**src/rtl/chunked_heap_range_splitter_core_macros.svh**
```systemverilog
// Assertion macros for the chunked heap range splitter.
// Expects i_clk and i_rst_n in the scope of the module that uses them.
`ifndef CHUNKED_HEAP_RANGE_SPLITTER_CORE_MACROS_SVH
`define CHUNKED_HEAP_RANGE_SPLITTER_CORE_MACROS_SVH

// Same-cycle implication, disabled in reset.
`define CHRS_ASSERT_IMP(label, ante, cons, msg) \
    label: assert property (@(posedge i_clk) disable iff (!i_rst_n) (ante) |-> (cons)) \
        else $error(msg);

// Next-cycle implication, disabled in reset.
`define CHRS_ASSERT_NXT(label, ante, cons, msg) \
    label: assert property (@(posedge i_clk) disable iff (!i_rst_n) (ante) |=> (cons)) \
        else $error(msg);

`endif

```
**src/rtl/chrs_pkg.sv**
```systemverilog
// Shared widths, register codes and reset values of the chunked heap range splitter.
// No dependencies.
`default_nettype none

package chrs_pkg;

    localparam int OFS_W       = 32;  // input offset
    localparam int LEN_W       = 32;  // input length
    localparam int END_W       = OFS_W + 1;  // offset + length
    localparam int SH_W        = 5;   // shift registers
    localparam int HC_W        = 13;  // heap size in base chunks
    localparam int MAX_CHUNKS  = 4096;
    localparam int ADR_W       = HC_W + (1 << SH_W) - 1;  // heap byte address
    localparam int IDX_W       = 12;
    localparam int COFF_W      = 31;
    localparam int SOFF_W      = 31;
    localparam int CLEN_W      = 32;
    localparam int CFG_W       = HC_W;
    localparam int CFG_IDX_W   = 2;
    localparam int SPREAD_MAX  = 30;  // largest base_shift - start_shift

    localparam int IN_DATA_W   = OFS_W + LEN_W;
    localparam int OUT_FLD_W   = IDX_W + COFF_W + SOFF_W + CLEN_W;
    localparam int OUT_DATA_W  = ((OUT_FLD_W + 7) / 8) * 8;

    localparam logic [SH_W-1:0] START_SHIFT_RST = 5'd12;
    localparam logic [SH_W-1:0] BASE_SHIFT_RST  = 5'd21;
    localparam logic [HC_W-1:0] HEAP_CHUNKS_RST = 13'd2048;

    typedef enum logic [CFG_IDX_W-1:0] {
        CFG_START_SHIFT = 2'd0,
        CFG_BASE_SHIFT  = 2'd1,
        CFG_HEAP_CHUNKS = 2'd2
    } t_cfg_idx;

endpackage

`default_nettype wire

```
**src/rtl/chunked_heap_range_splitter_core.sv**
```systemverilog
// Chunked heap range splitter: cuts a byte range into per-chunk copy segments.
// Depends on chrs_pkg and chunked_heap_range_splitter_core_macros.svh.
//
//  channel   dir  handshake                       payload
//  s_axis    in   i_s_axis_tvalid/o_s_axis_tready tdata: offset, length
//  m_axis    out  o_m_axis_tvalid/i_m_axis_tready tdata: index, chunk/source offset,
//                                                 copy length; tlast; tuser: status
//  cfg       in   i_cfg_we (no wait)              i_cfg_idx, i_cfg_data
//
// A range passes ST_PREP, ST_CHECK and ST_INIT; each chunk walked then takes ST_ADV
// (add for the chunk end) and ST_SEG (compare/subtract step), each segment ST_OUT.
// Walking starts at the first chunk of the region that holds the offset, so up
// to n - 1 chunks below the offset may be skipped (n = base_shift - start_shift + 1).
// Reset is synchronous; it restores the configuration registers and idles the walker.
// The walker holds in the output state until the result word is taken; no new
// range is accepted until the last word of the current one has gone.
`default_nettype none
`include "chunked_heap_range_splitter_core_macros.svh"

module chunked_heap_range_splitter_core (
    input  wire logic                             i_clk,
    input  wire logic                             i_rst_n,
    // offset [31:0], length [63:32]
    input  wire logic [chrs_pkg::IN_DATA_W-1:0]   i_s_axis_tdata,
    input  wire logic                             i_s_axis_tvalid,
    output logic                                  o_s_axis_tready,
    // chunk_index [11:0], chunk_offset [42:12], source_offset [73:43],
    // copy_length [105:74], zero fill above
    output logic [chrs_pkg::OUT_DATA_W-1:0]       o_m_axis_tdata,
    output logic                                  o_m_axis_tlast,
    // status [0]
    output logic                                  o_m_axis_tuser,
    output logic                                  o_m_axis_tvalid,
    input  wire logic                             i_m_axis_tready,
    input  wire logic                             i_cfg_we,
    input  wire logic [chrs_pkg::CFG_IDX_W-1:0]   i_cfg_idx,
    input  wire logic [chrs_pkg::CFG_W-1:0]       i_cfg_data
);

    localparam int ADR_W = chrs_pkg::ADR_W;
    localparam int END_W = chrs_pkg::END_W;
    localparam int SH_W  = chrs_pkg::SH_W;
    localparam int HC_W  = chrs_pkg::HC_W;
    localparam int IDX_W = chrs_pkg::IDX_W;

    typedef enum logic [2:0] {
        ST_IDLE, ST_PREP, ST_CHECK, ST_INIT, ST_ADV, ST_SEG, ST_OUT
    } t_state;

    typedef enum logic [1:0] {
        RGN_BOT, RGN_BASE, RGN_TOP
    } t_region;

    // Configuration registers.
    logic [SH_W-1:0] r_cfg_start;
    logic [SH_W-1:0] r_cfg_base;
    logic [HC_W-1:0] r_cfg_heap;

    // Walker state.
    t_state                    r_state;
    logic [chrs_pkg::OFS_W-1:0] r_ofs;
    logic [chrs_pkg::LEN_W-1:0] r_len;
    logic [SH_W-1:0]           r_s;
    logic [SH_W-1:0]           r_b;
    logic [SH_W-1:0]           r_n;
    logic [HC_W-1:0]           r_hcc;
    logic [ADR_W-1:0]          r_h;
    logic [ADR_W-1:0]          r_top_base;
    logic [END_W-1:0]          r_end;
    logic [END_W-1:0]          r_jhi;
    logic [chrs_pkg::OFS_W-1:0] r_jcur;
    logic                      r_err;
    t_region                   r_region;
    logic [IDX_W-1:0]          r_idx;
    logic [ADR_W-1:0]          r_start;
    logic [ADR_W-1:0]          r_cend;
    logic [SH_W-1:0]           r_exp;
    logic [END_W-1:0]          r_cur;
    logic                      r_done;

    // Result word.
    logic [IDX_W-1:0]            r_o_idx;
    logic [chrs_pkg::COFF_W-1:0] r_o_coff;
    logic [chrs_pkg::SOFF_W-1:0] r_o_soff;
    logic [chrs_pkg::CLEN_W-1:0] r_o_len;
    logic                        r_o_last;
    logic                        r_o_status;

    // Effective geometry from the registers.
    logic [SH_W-1:0] s_clip;
    logic [SH_W-1:0] s_eff;
    logic [SH_W-1:0] n_geom;
    logic [HC_W-1:0] hcc;

    always_comb begin
        s_clip = (r_cfg_start > r_cfg_base) ? r_cfg_base : r_cfg_start;
        if ((r_cfg_base - s_clip) > SH_W'(chrs_pkg::SPREAD_MAX)) begin
            s_eff = r_cfg_base - SH_W'(chrs_pkg::SPREAD_MAX);
        end else begin
            s_eff = s_clip;
        end
        n_geom = r_cfg_base - s_eff + SH_W'(1);
        if (r_cfg_heap < HC_W'(2)) begin
            hcc = HC_W'(2);
        end else if (r_cfg_heap > HC_W'(chrs_pkg::MAX_CHUNKS)) begin
            hcc = HC_W'(chrs_pkg::MAX_CHUNKS);
        end else begin
            hcc = r_cfg_heap;
        end
    end

    // Per-range helpers.
    logic [ADR_W-1:0] base_sz;
    logic [ADR_W-1:0] ofs_x;
    logic [ADR_W-1:0] end_x;
    logic [ADR_W-1:0] cur_x;
    logic [SH_W-1:0]  exp_top_first;
    logic [IDX_W-1:0] idx_top_first;
    logic [HC_W-1:0]  two_n;
    logic [HC_W-1:0]  jmax;
    logic             touch_base;
    logic             bad_idx;
    logic [HC_W-1:0]  base_idx;
    logic [ADR_W-1:0] seg_end;

    always_comb begin
        base_sz       = ADR_W'(1) << r_b;
        ofs_x         = ADR_W'(r_ofs);
        end_x         = ADR_W'(r_end);
        cur_x         = ADR_W'(r_cur);
        exp_top_first = (r_n == SH_W'(1)) ? r_b : (r_b - SH_W'(1));
        two_n         = {{(HC_W-SH_W-1){1'b0}}, r_n, 1'b0};
        idx_top_first = IDX_W'(two_n - HC_W'(1));
        // Highest base chunk the range touches decides an index overflow.
        if (r_jhi < END_W'(r_hcc - HC_W'(2))) begin
            jmax = r_jhi[HC_W-1:0];
        end else begin
            jmax = r_hcc - HC_W'(2);
        end
        touch_base = (r_hcc > HC_W'(2)) && (ofs_x < r_top_base) && (end_x > base_sz);
        bad_idx    = touch_base && ((two_n + jmax) > HC_W'(chrs_pkg::MAX_CHUNKS));
        base_idx   = two_n + r_jcur[HC_W-1:0] - HC_W'(1);
        seg_end    = (r_cend < end_x) ? r_cend : end_x;
    end

    // Step to the chunk that starts where the current one ends.
    t_region          n_region;
    logic [IDX_W-1:0] n_idx;
    logic [SH_W-1:0]  n_exp;

    always_comb begin
        n_region = r_region;
        n_idx    = r_idx + IDX_W'(1);
        n_exp    = r_exp;
        unique case (r_region)
            RGN_BOT: begin
                if (r_idx == (IDX_W'(r_n) - IDX_W'(1))) begin
                    if (r_hcc == HC_W'(2)) begin
                        n_region = RGN_TOP;
                        n_idx    = idx_top_first;
                        n_exp    = exp_top_first;
                    end else begin
                        n_region = RGN_BASE;
                        n_idx    = IDX_W'(two_n);
                        n_exp    = r_b;
                    end
                end else if (r_idx != '0) begin
                    n_exp = r_exp + SH_W'(1);
                end
            end
            RGN_BASE: begin
                if (r_cend == r_top_base) begin
                    n_region = RGN_TOP;
                    n_idx    = idx_top_first;
                    n_exp    = exp_top_first;
                end
            end
            RGN_TOP: begin
                // Top chunks count down toward the heap end, halving in size.
                n_idx = r_idx - IDX_W'(1);
                if (r_idx != (IDX_W'(r_n) + IDX_W'(1))) begin
                    n_exp = r_exp - SH_W'(1);
                end
            end
            default: begin
                n_region = RGN_BOT;
            end
        endcase
    end

    always_ff @(posedge i_clk) begin
        if (!i_rst_n) begin
            r_cfg_start <= chrs_pkg::START_SHIFT_RST;
            r_cfg_base  <= chrs_pkg::BASE_SHIFT_RST;
            r_cfg_heap  <= chrs_pkg::HEAP_CHUNKS_RST;
            r_state     <= ST_IDLE;
            r_done      <= 1'b0;
            r_region    <= RGN_BOT;
        end else begin
            if (i_cfg_we) begin
                unique case (i_cfg_idx)
                    chrs_pkg::CFG_START_SHIFT: r_cfg_start <= i_cfg_data[SH_W-1:0];
                    chrs_pkg::CFG_BASE_SHIFT:  r_cfg_base  <= i_cfg_data[SH_W-1:0];
                    chrs_pkg::CFG_HEAP_CHUNKS: r_cfg_heap  <= i_cfg_data;
                    default: ;
                endcase
            end

            unique case (r_state)
                ST_IDLE: begin
                    if (i_s_axis_tvalid) begin
                        r_ofs   <= i_s_axis_tdata[chrs_pkg::OFS_W-1:0];
                        r_len   <= i_s_axis_tdata[chrs_pkg::IN_DATA_W-1:chrs_pkg::OFS_W];
                        r_state <= ST_PREP;
                    end
                end
                ST_PREP: begin
                    // Latch the geometry and the range end.
                    r_s     <= s_eff;
                    r_b     <= r_cfg_base;
                    r_n     <= n_geom;
                    r_hcc   <= hcc;
                    r_h     <= ADR_W'(hcc) << r_cfg_base;
                    r_end   <= END_W'(r_ofs) + END_W'(r_len);
                    r_state <= ST_CHECK;
                end
                ST_CHECK: begin
                    r_top_base <= r_h - base_sz;
                    r_err      <= (r_len == '0) || (ADR_W'(r_len) > base_sz) || (end_x > r_h);
                    r_jhi      <= (r_end - END_W'(1)) >> r_b;
                    r_jcur     <= r_ofs >> r_b;
                    r_cur      <= END_W'(r_ofs);
                    r_state    <= ST_INIT;
                end
                ST_INIT: begin
                    if (r_err || bad_idx) begin
                        // Single error word, all fields zero.
                        r_o_idx    <= '0;
                        r_o_coff   <= '0;
                        r_o_soff   <= '0;
                        r_o_len    <= '0;
                        r_o_last   <= 1'b1;
                        r_o_status <= 1'b1;
                        r_done     <= 1'b1;
                        r_state    <= ST_OUT;
                    end else begin
                        // Seat the walker on the first chunk of the offset's region.
                        if (ofs_x < base_sz) begin
                            r_region <= RGN_BOT;
                            r_idx    <= '0;
                            r_start  <= '0;
                            r_exp    <= r_s;
                        end else if (ofs_x >= r_top_base) begin
                            r_region <= RGN_TOP;
                            r_idx    <= idx_top_first;
                            r_start  <= r_top_base;
                            r_exp    <= exp_top_first;
                        end else begin
                            r_region <= RGN_BASE;
                            r_idx    <= IDX_W'(base_idx);
                            r_start  <= ADR_W'(r_jcur) << r_b;
                            r_exp    <= r_b;
                        end
                        r_done  <= 1'b0;
                        r_state <= ST_ADV;
                    end
                end
                ST_ADV: begin
                    r_cend  <= r_start + (ADR_W'(1) << r_exp);
                    r_state <= ST_SEG;
                end
                ST_SEG: begin
                    if (r_cend <= cur_x) begin
                        // Chunk lies below the range: drop it and advance.
                        r_region <= n_region;
                        r_idx    <= n_idx;
                        r_exp    <= n_exp;
                        r_start  <= r_cend;
                        r_state  <= ST_ADV;
                    end else begin
                        r_o_idx    <= r_idx;
                        r_o_coff   <= chrs_pkg::COFF_W'(cur_x - r_start);
                        r_o_soff   <= chrs_pkg::SOFF_W'(r_cur - END_W'(r_ofs));
                        r_o_len    <= chrs_pkg::CLEN_W'(seg_end - cur_x);
                        r_o_last   <= (seg_end == end_x);
                        r_o_status <= 1'b0;
                        r_done     <= (seg_end == end_x);
                        r_cur      <= END_W'(seg_end);
                        r_state    <= ST_OUT;
                    end
                end
                ST_OUT: begin
                    // Hold the word until it is taken.
                    if (i_m_axis_tready) begin
                        if (r_done) begin
                            r_state <= ST_IDLE;
                        end else begin
                            r_region <= n_region;
                            r_idx    <= n_idx;
                            r_exp    <= n_exp;
                            r_start  <= r_cend;
                            r_state  <= ST_ADV;
                        end
                    end
                end
                default: begin
                    r_state <= ST_IDLE;
                end
            endcase
        end
    end

    assign o_s_axis_tready = (r_state == ST_IDLE);
    assign o_m_axis_tvalid = (r_state == ST_OUT);
    assign o_m_axis_tlast  = r_o_last;
    assign o_m_axis_tuser  = r_o_status;
    assign o_m_axis_tdata  = chrs_pkg::OUT_DATA_W'({r_o_len, r_o_soff, r_o_coff, r_o_idx});

    // Checks on the walker.
    `CHRS_ASSERT_IMP(a_err_is_last, o_m_axis_tvalid && o_m_axis_tuser, o_m_axis_tlast, "error word without last")
    `CHRS_ASSERT_IMP(a_err_zero, o_m_axis_tvalid && o_m_axis_tuser, o_m_axis_tdata == '0, "error word carries data")
    `CHRS_ASSERT_IMP(a_no_overlap, o_m_axis_tvalid, !o_s_axis_tready, "input ready while a word is pending")
    `CHRS_ASSERT_NXT(a_busy_after_accept, i_s_axis_tvalid && o_s_axis_tready, !o_s_axis_tready && !o_m_axis_tvalid, "walker not busy after accept")

endmodule

`default_nettype wire

```
**config.mk**
```make
export PLATFORM = sky130hd
export DESIGN_NAME = chunked_heap_range_splitter_core
export DESIGN_NICKNAME = d
export VERILOG_FILES = /design/src/rtl/chrs_pkg.sv /design/src/rtl/chunked_heap_range_splitter_core.sv
export VERILOG_INCLUDE_DIRS = /design/src /design/src/rtl
export SDC_FILE = /design/constraint.sdc
export NUM_CORES = 2
export LEC_CHECK = 0
export BUFFER_PORTS_ARGS = -buffer_cell sky130_fd_sc_hd__buf_4
export CORE_MARGIN = 4
export CORE_UTILIZATION = 55
export DETAILED_ROUTE_END_ITERATION = 16
export PLACE_DENSITY = 0.75
export SLEW_MARGIN = 20
export SYNTH_ARGS = -nofsm -noshare
export SYNTH_HDL_FRONTEND = slang
export SYNTH_SLANG_ARGS = --single-unit
```
**constraint.sdc**
```tcl
create_clock -name i_clk -period 13.6 [get_ports i_clk]
set_input_delay 2.04 -clock i_clk [delete_from_list [all_inputs] [get_ports i_clk]]
set_output_delay 2.04 -clock i_clk [all_outputs]
set_load 0.1 [all_outputs]
```
# Word-level counts from Yosys, hierarchy flattened
# Index checks and enable logic that the tools add are counted.
op_classes:
  shifts: 6
  eq_ne: 23
  magnitude_cmp: 15
  mux: 75
  addsub: 24
  n_reduce_logical: 27
op_table:
  columns: ["cell", "n"]
  rows:
  - ["44-bit 2-to-1 mux", 7]
  - ["12-bit 2-to-1 mux", 11]
  - ["44-bit case mux with 3 select lines", 1]
  - ["31-bit case mux with 2 select lines", 2]
  - ["31-bit 2-to-1 mux", 3]
  - ["33-bit by 44-bit > comparator with 1-bit output", 2]
  - ["32-bit by 44-bit < comparator with 1-bit output", 2]
  - ["1-bit by 5-bit << shifter with 44-bit output (first input constant)", 2]
  - ["12-bit case mux with 3 select lines", 2]
  - ["5-bit 2-to-1 mux", 14]
  - ["33-bit case mux with 2 select lines", 1]
  - ["32-bit 2-to-1 mux", 2]
  - ["32-bit case mux with 2 select lines", 1]
  - ["31-bit subtractor", 2]
  - ["44-bit adder", 1]
  - ["44-bit by 33-bit equality test with 1-bit output", 1]
  - ["44-bit equality test", 1]
  - ["32-bit by 44-bit greater-or-equal comparator with 1-bit output", 1]
  - ["32-bit by 44-bit > comparator with 1-bit output", 1]
  - ["44-bit by 33-bit <= comparator with 1-bit output", 1]
  - ["44-bit by 33-bit < comparator with 1-bit output", 1]
  - ["13-bit by 5-bit << shifter with 44-bit output", 1]
  - ["32-bit by 5-bit << shifter with 44-bit output", 1]
  - ["44-bit subtractor", 1]
  - ["other kinds (58)", 108]
totals:
  inputBits: 84
  output_inout_bits: 116
  ff_bits: 554
  elab_cells: 199

# Depth between registers and ports, before layout
depth:
  word_depth: 9
  depth_mapped: 27
  mapped_depth_nobuf: 26

# Worst setup path before layout
# OpenSTA, ideal clock, no wires.
synth_timing:
  path_type: "register to register"
  from: "register r_hcc[4]"
  to: "register r_o_last, in the netlist o_m_axis_tlast, enable pin"
  required_time_ns: 12.893
  arrival_time_ns: 12.452
  slack_ns: 0.441
  period_less_slack_ns: 13.159
  n_path_buf: 0
  stages_incl_launch_ff: 20
  setup_ns: 0.707
  cell_sequence: "edfxtp_1 > or3_1 > nor3_1 > nand3b_1 > ha_1 > a21oi_1 > o21ai_0 > a221oi_1 > o211ai_1 > a211oi_2 > mux2i_1 > ha_1 > a21o_1 > a211o_1 > nor2_1 > nor3_1 > xnor2_1 > mux2i_1 > a41oi_1 > nor3_1"
synth_via:
  elab_chain_cells: 9
  word_cells_on_any_way: 13
  classes_between: "3 x add/sub; 3 x order compare; 1 x eq/ne; 1 x mux; 5 x reduce/logical"
synth_rtl:
  columns: ["item", "line_no", "rtl"]
  rows:
  - ["from (decl)", "chunked_heap_range_splitter_core.sv:66", "logic [HC_W-1:0] r_hcc;"]
  - ["from (signal assigned)", "chunked_heap_range_splitter_core.sv:222", "r_hcc <= hcc;"]
  - ["13-bit by 2-bit subtractor with 14-bit output", "chunked_heap_range_splitter_core.sv:135", "if (r_jhi < END_W'(r_hcc - HC_W'(2))) begin"]
  - ["33-bit < comparator", "chunked_heap_range_splitter_core.sv:135", null]
  - ["13-bit 2-to-1 mux", "chunked_heap_range_splitter_core.sv:135", null]
  - ["6-bit by 13-bit adder with 13-bit output", "chunked_heap_range_splitter_core.sv:141", "bad_idx = touch_base && ((two_n + jmax) > HC_W'(chrs_pkg::MAX_CHUNKS));"]
  - ["13-bit > comparator", "chunked_heap_range_splitter_core.sv:141", null]
  - ["1-bit logical AND *", "chunked_heap_range_splitter_core.sv:141", null]
  - ["1-bit logical OR *", "chunked_heap_range_splitter_core.sv:236", "if (r_err || bad_idx) begin"]
  - ["2-bit != test (no line) *", null, null]
  - ["4-bit AND reduction (no line) *", null, null]
  - ["to (signal assigned)", "chunked_heap_range_splitter_core.sv:285", "r_o_last <= (seg_end == end_x);"]
  - ["to (decl)", "chunked_heap_range_splitter_core.sv:86", "logic r_o_last;"]
# Every way passes the cells marked *; elsewhere a longest branch is shown, timed or not.
# A chain may end at the register's enable or synchronous reset.

# Worst setup path in the final report
layout_timing:
  from: "register r_hcc[1]"
  to: "register r_start[43], enable pin"
layout_via:
  elab_chain_cells: 9
  word_cells_on_any_way: 13
  classes_between: "3 x add/sub; 3 x order compare; 1 x eq/ne; 1 x mux; 5 x reduce/logical"
layout_rtl:
  columns: ["item", "line_no", "rtl"]
  rows:
  - ["13-bit by 2-bit subtractor with 14-bit output", "chunked_heap_range_splitter_core.sv:135", null]
  - ["33-bit < comparator", "chunked_heap_range_splitter_core.sv:135", null]
  - ["13-bit 2-to-1 mux", "chunked_heap_range_splitter_core.sv:135", null]
  - ["6-bit by 13-bit adder with 13-bit output", "chunked_heap_range_splitter_core.sv:141", null]
  - ["13-bit > comparator", "chunked_heap_range_splitter_core.sv:141", null]
  - ["1-bit logical AND *", "chunked_heap_range_splitter_core.sv:141", null]
  - ["1-bit logical OR *", "chunked_heap_range_splitter_core.sv:236", null]
  - ["2-bit != test (no line) *", null, null]
  - ["6-bit AND reduction (no line) *", null, null]
  - ["to (signal assigned)", "chunked_heap_range_splitter_core.sv:256", "r_start <= r_top_base;"]
  - ["to (signal assigned)", "chunked_heap_range_splitter_core.sv:261", "r_start <= ADR_W'(r_jcur) << r_b;"]
  - ["to (signal assigned)", "chunked_heap_range_splitter_core.sv:278", "r_start <= r_cend;"]
  - ["to (decl)", "chunked_heap_range_splitter_core.sv:75", "logic [ADR_W-1:0] r_start;"]
# Marks and branches as above.

==> impl_metrics.env <==
export IMPL_ys_seq_area_share_pct=35.0
export IMPL_grt_max_degree=76
export IMPL_clock_path_buffers=3
export IMPL_grt_use_met1_pct=45.8
export IMPL_timing_final_crit_share_pct=61.4
export IMPL_critPathArrivalTime_ps=8590
export IMPL_dr_pass1_iters=8
export IMPL_synth_largest_area_cell="edfxtp_1"
export IMPL_dieArea_um2=89500
export IMPL_grt_pass1_vias=39700
export IMPL_antenna_left=0
export IMPL_utilization_pct=61.5
export IMPL_setup_viol=0
export IMPL_ys_ff_latch=554
export IMPL_fp_dieW_um=299
export IMPL_crit_fanout=56
export IMPL_netlist_instances=5110
export IMPL_wire_per_inst_um=26.2
export IMPL_drive_gt1_share_pct=9.72
export IMPL_fin_crit_ps=8360
export IMPL_ir_drop_uv=99.5
export IMPL_cts_resized=0
export IMPL_use_met3_pct=7.16
export IMPL_rr_worst_depth=22
export IMPL_synth_edf_count=525
export IMPL_p_leak_nw=20.9
export IMPL_hold_class="reg2reg"
export IMPL_synth_cell_type_count=89
export IMPL_grt_pass1_wl_um=248000
export IMPL_cts_root_buf="clkbuf_16"
export IMPL_fmax_ghz=0.120
export IMPL_whs_path_depth=2
export IMPL_r2r_setup_slack_ps=5240
export IMPL_cts_sinks=554
export IMPL_required_ps=13830
export IMPL_clock_latency_ps=630
export IMPL_hold_path_end="r_cfg_heap[8]"
export IMPL_synth_xor_area_share_pct=5.78
export IMPL_synthMuxAreaShare_pct=5.78
export IMPL_design_area_um2=51500
export IMPL_cts_setup_buffers=0
export IMPL_antenna_found_initial=7
export IMPL_drt_iter0_markers=4599
export IMPL_synthArstFlopShare_pct=0
export IMPL_multiInputGateArea_um2=28200
export IMPL_rows=106
export IMPL_synth_top_area_share_pct=33.8
export IMPL_htree_levels=3
export IMPL_end_kind="register"
export IMPL_hold_start="r_cfg_heap[8]"
export IMPL_grt_met2_usage_pct=57.9
export IMPL_drv_cap=0
export IMPL_io_pin_count=200
export IMPL_nets=5830
export IMPL_hold_slack_ps=481
export IMPL_start_util_pct=55.6
export IMPL_tns_ps=0
export IMPL_worstReg2RegStart="r_hcc[1]"
export IMPL_via_count=41800
export IMPL_gp_congestion=1.08
export IMPL_cts_buffers_inserted=67
export IMPL_slew_headroom_pct=20.7
export IMPL_synth_simple_gate_area_share_pct=15.8
export IMPL_viasPerCell=6.53
export IMPL_placeableCoreArea_um2=83800
export IMPL_status="complete, no violations"
export IMPL_ctsHoldBuffers=0
export IMPL_synth_top_family_by_area="compound AO/OA/AOI/OAI gates"
export IMPL_syn2layout_area_growth_pct=10.5
export IMPL_cp_start_kind="register"
export IMPL_port_buffers=193
export IMPL_post_dp_cell_area_um2=49300
export IMPL_yosys_area_share_adder_pct=14.0
export IMPL_cts_tree="built"
export IMPL_drv_slew=0
export IMPL_yosysWarnings=0
export IMPL_postRouteWirelength_um=168000
export IMPL_finalClockSkew_ps=38.6
export IMPL_synth_compound_area_share_pct=19.0
export IMPL_dp_hpwl_um=133000
export IMPL_path_class="reg2reg"
export IMPL_synthesis_area_um2=46600
export IMPL_power_density_nw_per_um2=94.2
export IMPL_ys_flop_type="edfxtp_1"
export IMPL_grt_use_total_pct=36.6
export IMPL_synthTopCellsByArea="edfxtp_1 (34%), ha_1 (14%), xnor2_1 (4.1%)"
export IMPL_finalHoldViolCount=0
export IMPL_r2r_end="r_start[43]"
export IMPL_regArea_um2=16300
export IMPL_syn_avg_cell_area_um2=9.13
export IMPL_route_detailed_drc=0
export IMPL_clk_pin_slew_worst_paths_ps=60
export IMPL_worst_pin_slew_ps=1180
export IMPL_fill_cells=7246
export IMPL_die_y_um=299
export IMPL_top_usage_layer="met2"
export IMPL_grt_overflow_total=0
export IMPL_grt_setup_unrepaired="false"
[placed cells by master, fill, tap and decap left out, types with 43 or more instances in the layout]
cell type / instances
buf_4: 274
xor2_1: 89
nand2_1: 474
nor2b_1: 59
xnor2_1: 219
nor2_1: 439
nand3_1: 105
a21o_1: 146
o21ai_0: 336
a21oi_1: 371
a211oi_1: 64
ha_1: 505
nand4_1: 94
o211ai_1: 47
mux2_2: 43
o22ai_1: 57
inv_1: 331
nand2b_1: 47
edfxtp_1: 525
mux2i_1: 131
o21a_1: 45
nor3_1: 100
nor4_1: 49
a31oi_1: 51
clkbuf_16: 68
[routing by layer]
metal	vias up	wire [µm]	share of wire (%)
met5	-	26	0.015
met4	4	13100	7.8
met3	563	16800	10
met2	2270	74600	44
met1	19800	63700	38
li1	19200	-	-
[metrics by stage]
stage               cells  power, mW  worst slack [ps]
CTS                  6410       4.85              5270
global placement     6296       2.97              5500
global route         6410       5.03              4580
finish               6413       4.85              5240
floorplan            5115       2.68               441
detailed placement   6296       2.98              5260
[cells by family (layout without fill, tap and decap cells)]
group | after synthesis | after routing
fa+ha+maj | 515 | 515
other cells | 1 | 9
xor+xnor | 308 | 308
mux | 214 | 214
flops | 554 | 554
compound gates | 1394 | 1394
buf+inv | 565 | 726
simple gates | 1559 | 1559
[worst max path at each step]
stage	start	to	slack, ps
final	r_hcc[1]	r_start[43]	5240
after global routing	r_hcc[1]	r_start[41]	4580
after CTS	r_hcc[1]	r_start[27]	5270
after detailed placement	r_hcc[1]	r_start[32]	5260
after global placement	r_hcc[1]	r_start[34]	5500
after floorplan	r_hcc[4]	o_m_axis_tlast	440
[Yosys cell counts (64+ instances only)]
cell type and count:
xor2_1 89, nor3_1 101, ha_1 505, nand3_1 105
o21ai_0 336, a21oi_1 371, edfxtp_1 525, nor2_1 442
inv_1 334, a21o_1 146, xnor2_1 219, mux2i_1 131
nand4_1 94, clkbuf_1 174, a211oi_1 64, nand2_1 474
[sequential cells by signal (all words and copies together) (netlist names), 13 cells and up]
register    flops
r_cend         44
r_cfg_heap     13
r_cur          33
r_end          33
r_h            44
r_hcc          13
r_jcur         32
r_jhi          33
r_len          32
r_o_coff       31
r_o_len        32
r_o_soff       31
r_ofs          32
r_start        44
r_top_base     44
[critical path, cell delays in order, from the launching register on]
cell      delay [ps]
edfxtp_1         420
inv_1            100
ha_1             200
nand2b_1         140
nor3_1           420
nand3b_1         770
ha_1             640
a21oi_1          140
o21ai_0          100
a221oi_1         310
o211ai_1         190
a211oi_2         810
mux2i_1          390
ha_1             290
a21o_1           190
a211o_1          340
or4_1            410
a32oi_1          210
mux2i_1          130
o41ai_1          550
nor2_1           380
nor2_4           170
buf_4            580
[report_power, final]
group	switching (mW)	internal, mW	total, mW
logic	0.600	0.348	0.948
clock network	0.752	1.12	1.87
registers	0.0841	1.95	2.03
[cell type report]
type | instances | share of cell area [%]
multi-input combinational | 3996 | 54.7
sequential | 554 | 31.7
timing repair buffer | 274 | 3.99
clock buffer | 72 | 3.33
tap | 1134 | 2.75
inverter | 338 | 2.46
clock inverter | 42 | 1.03
antenna | 3 | 0.0146
No activity file was read; power rests on OpenSTA's default activity.
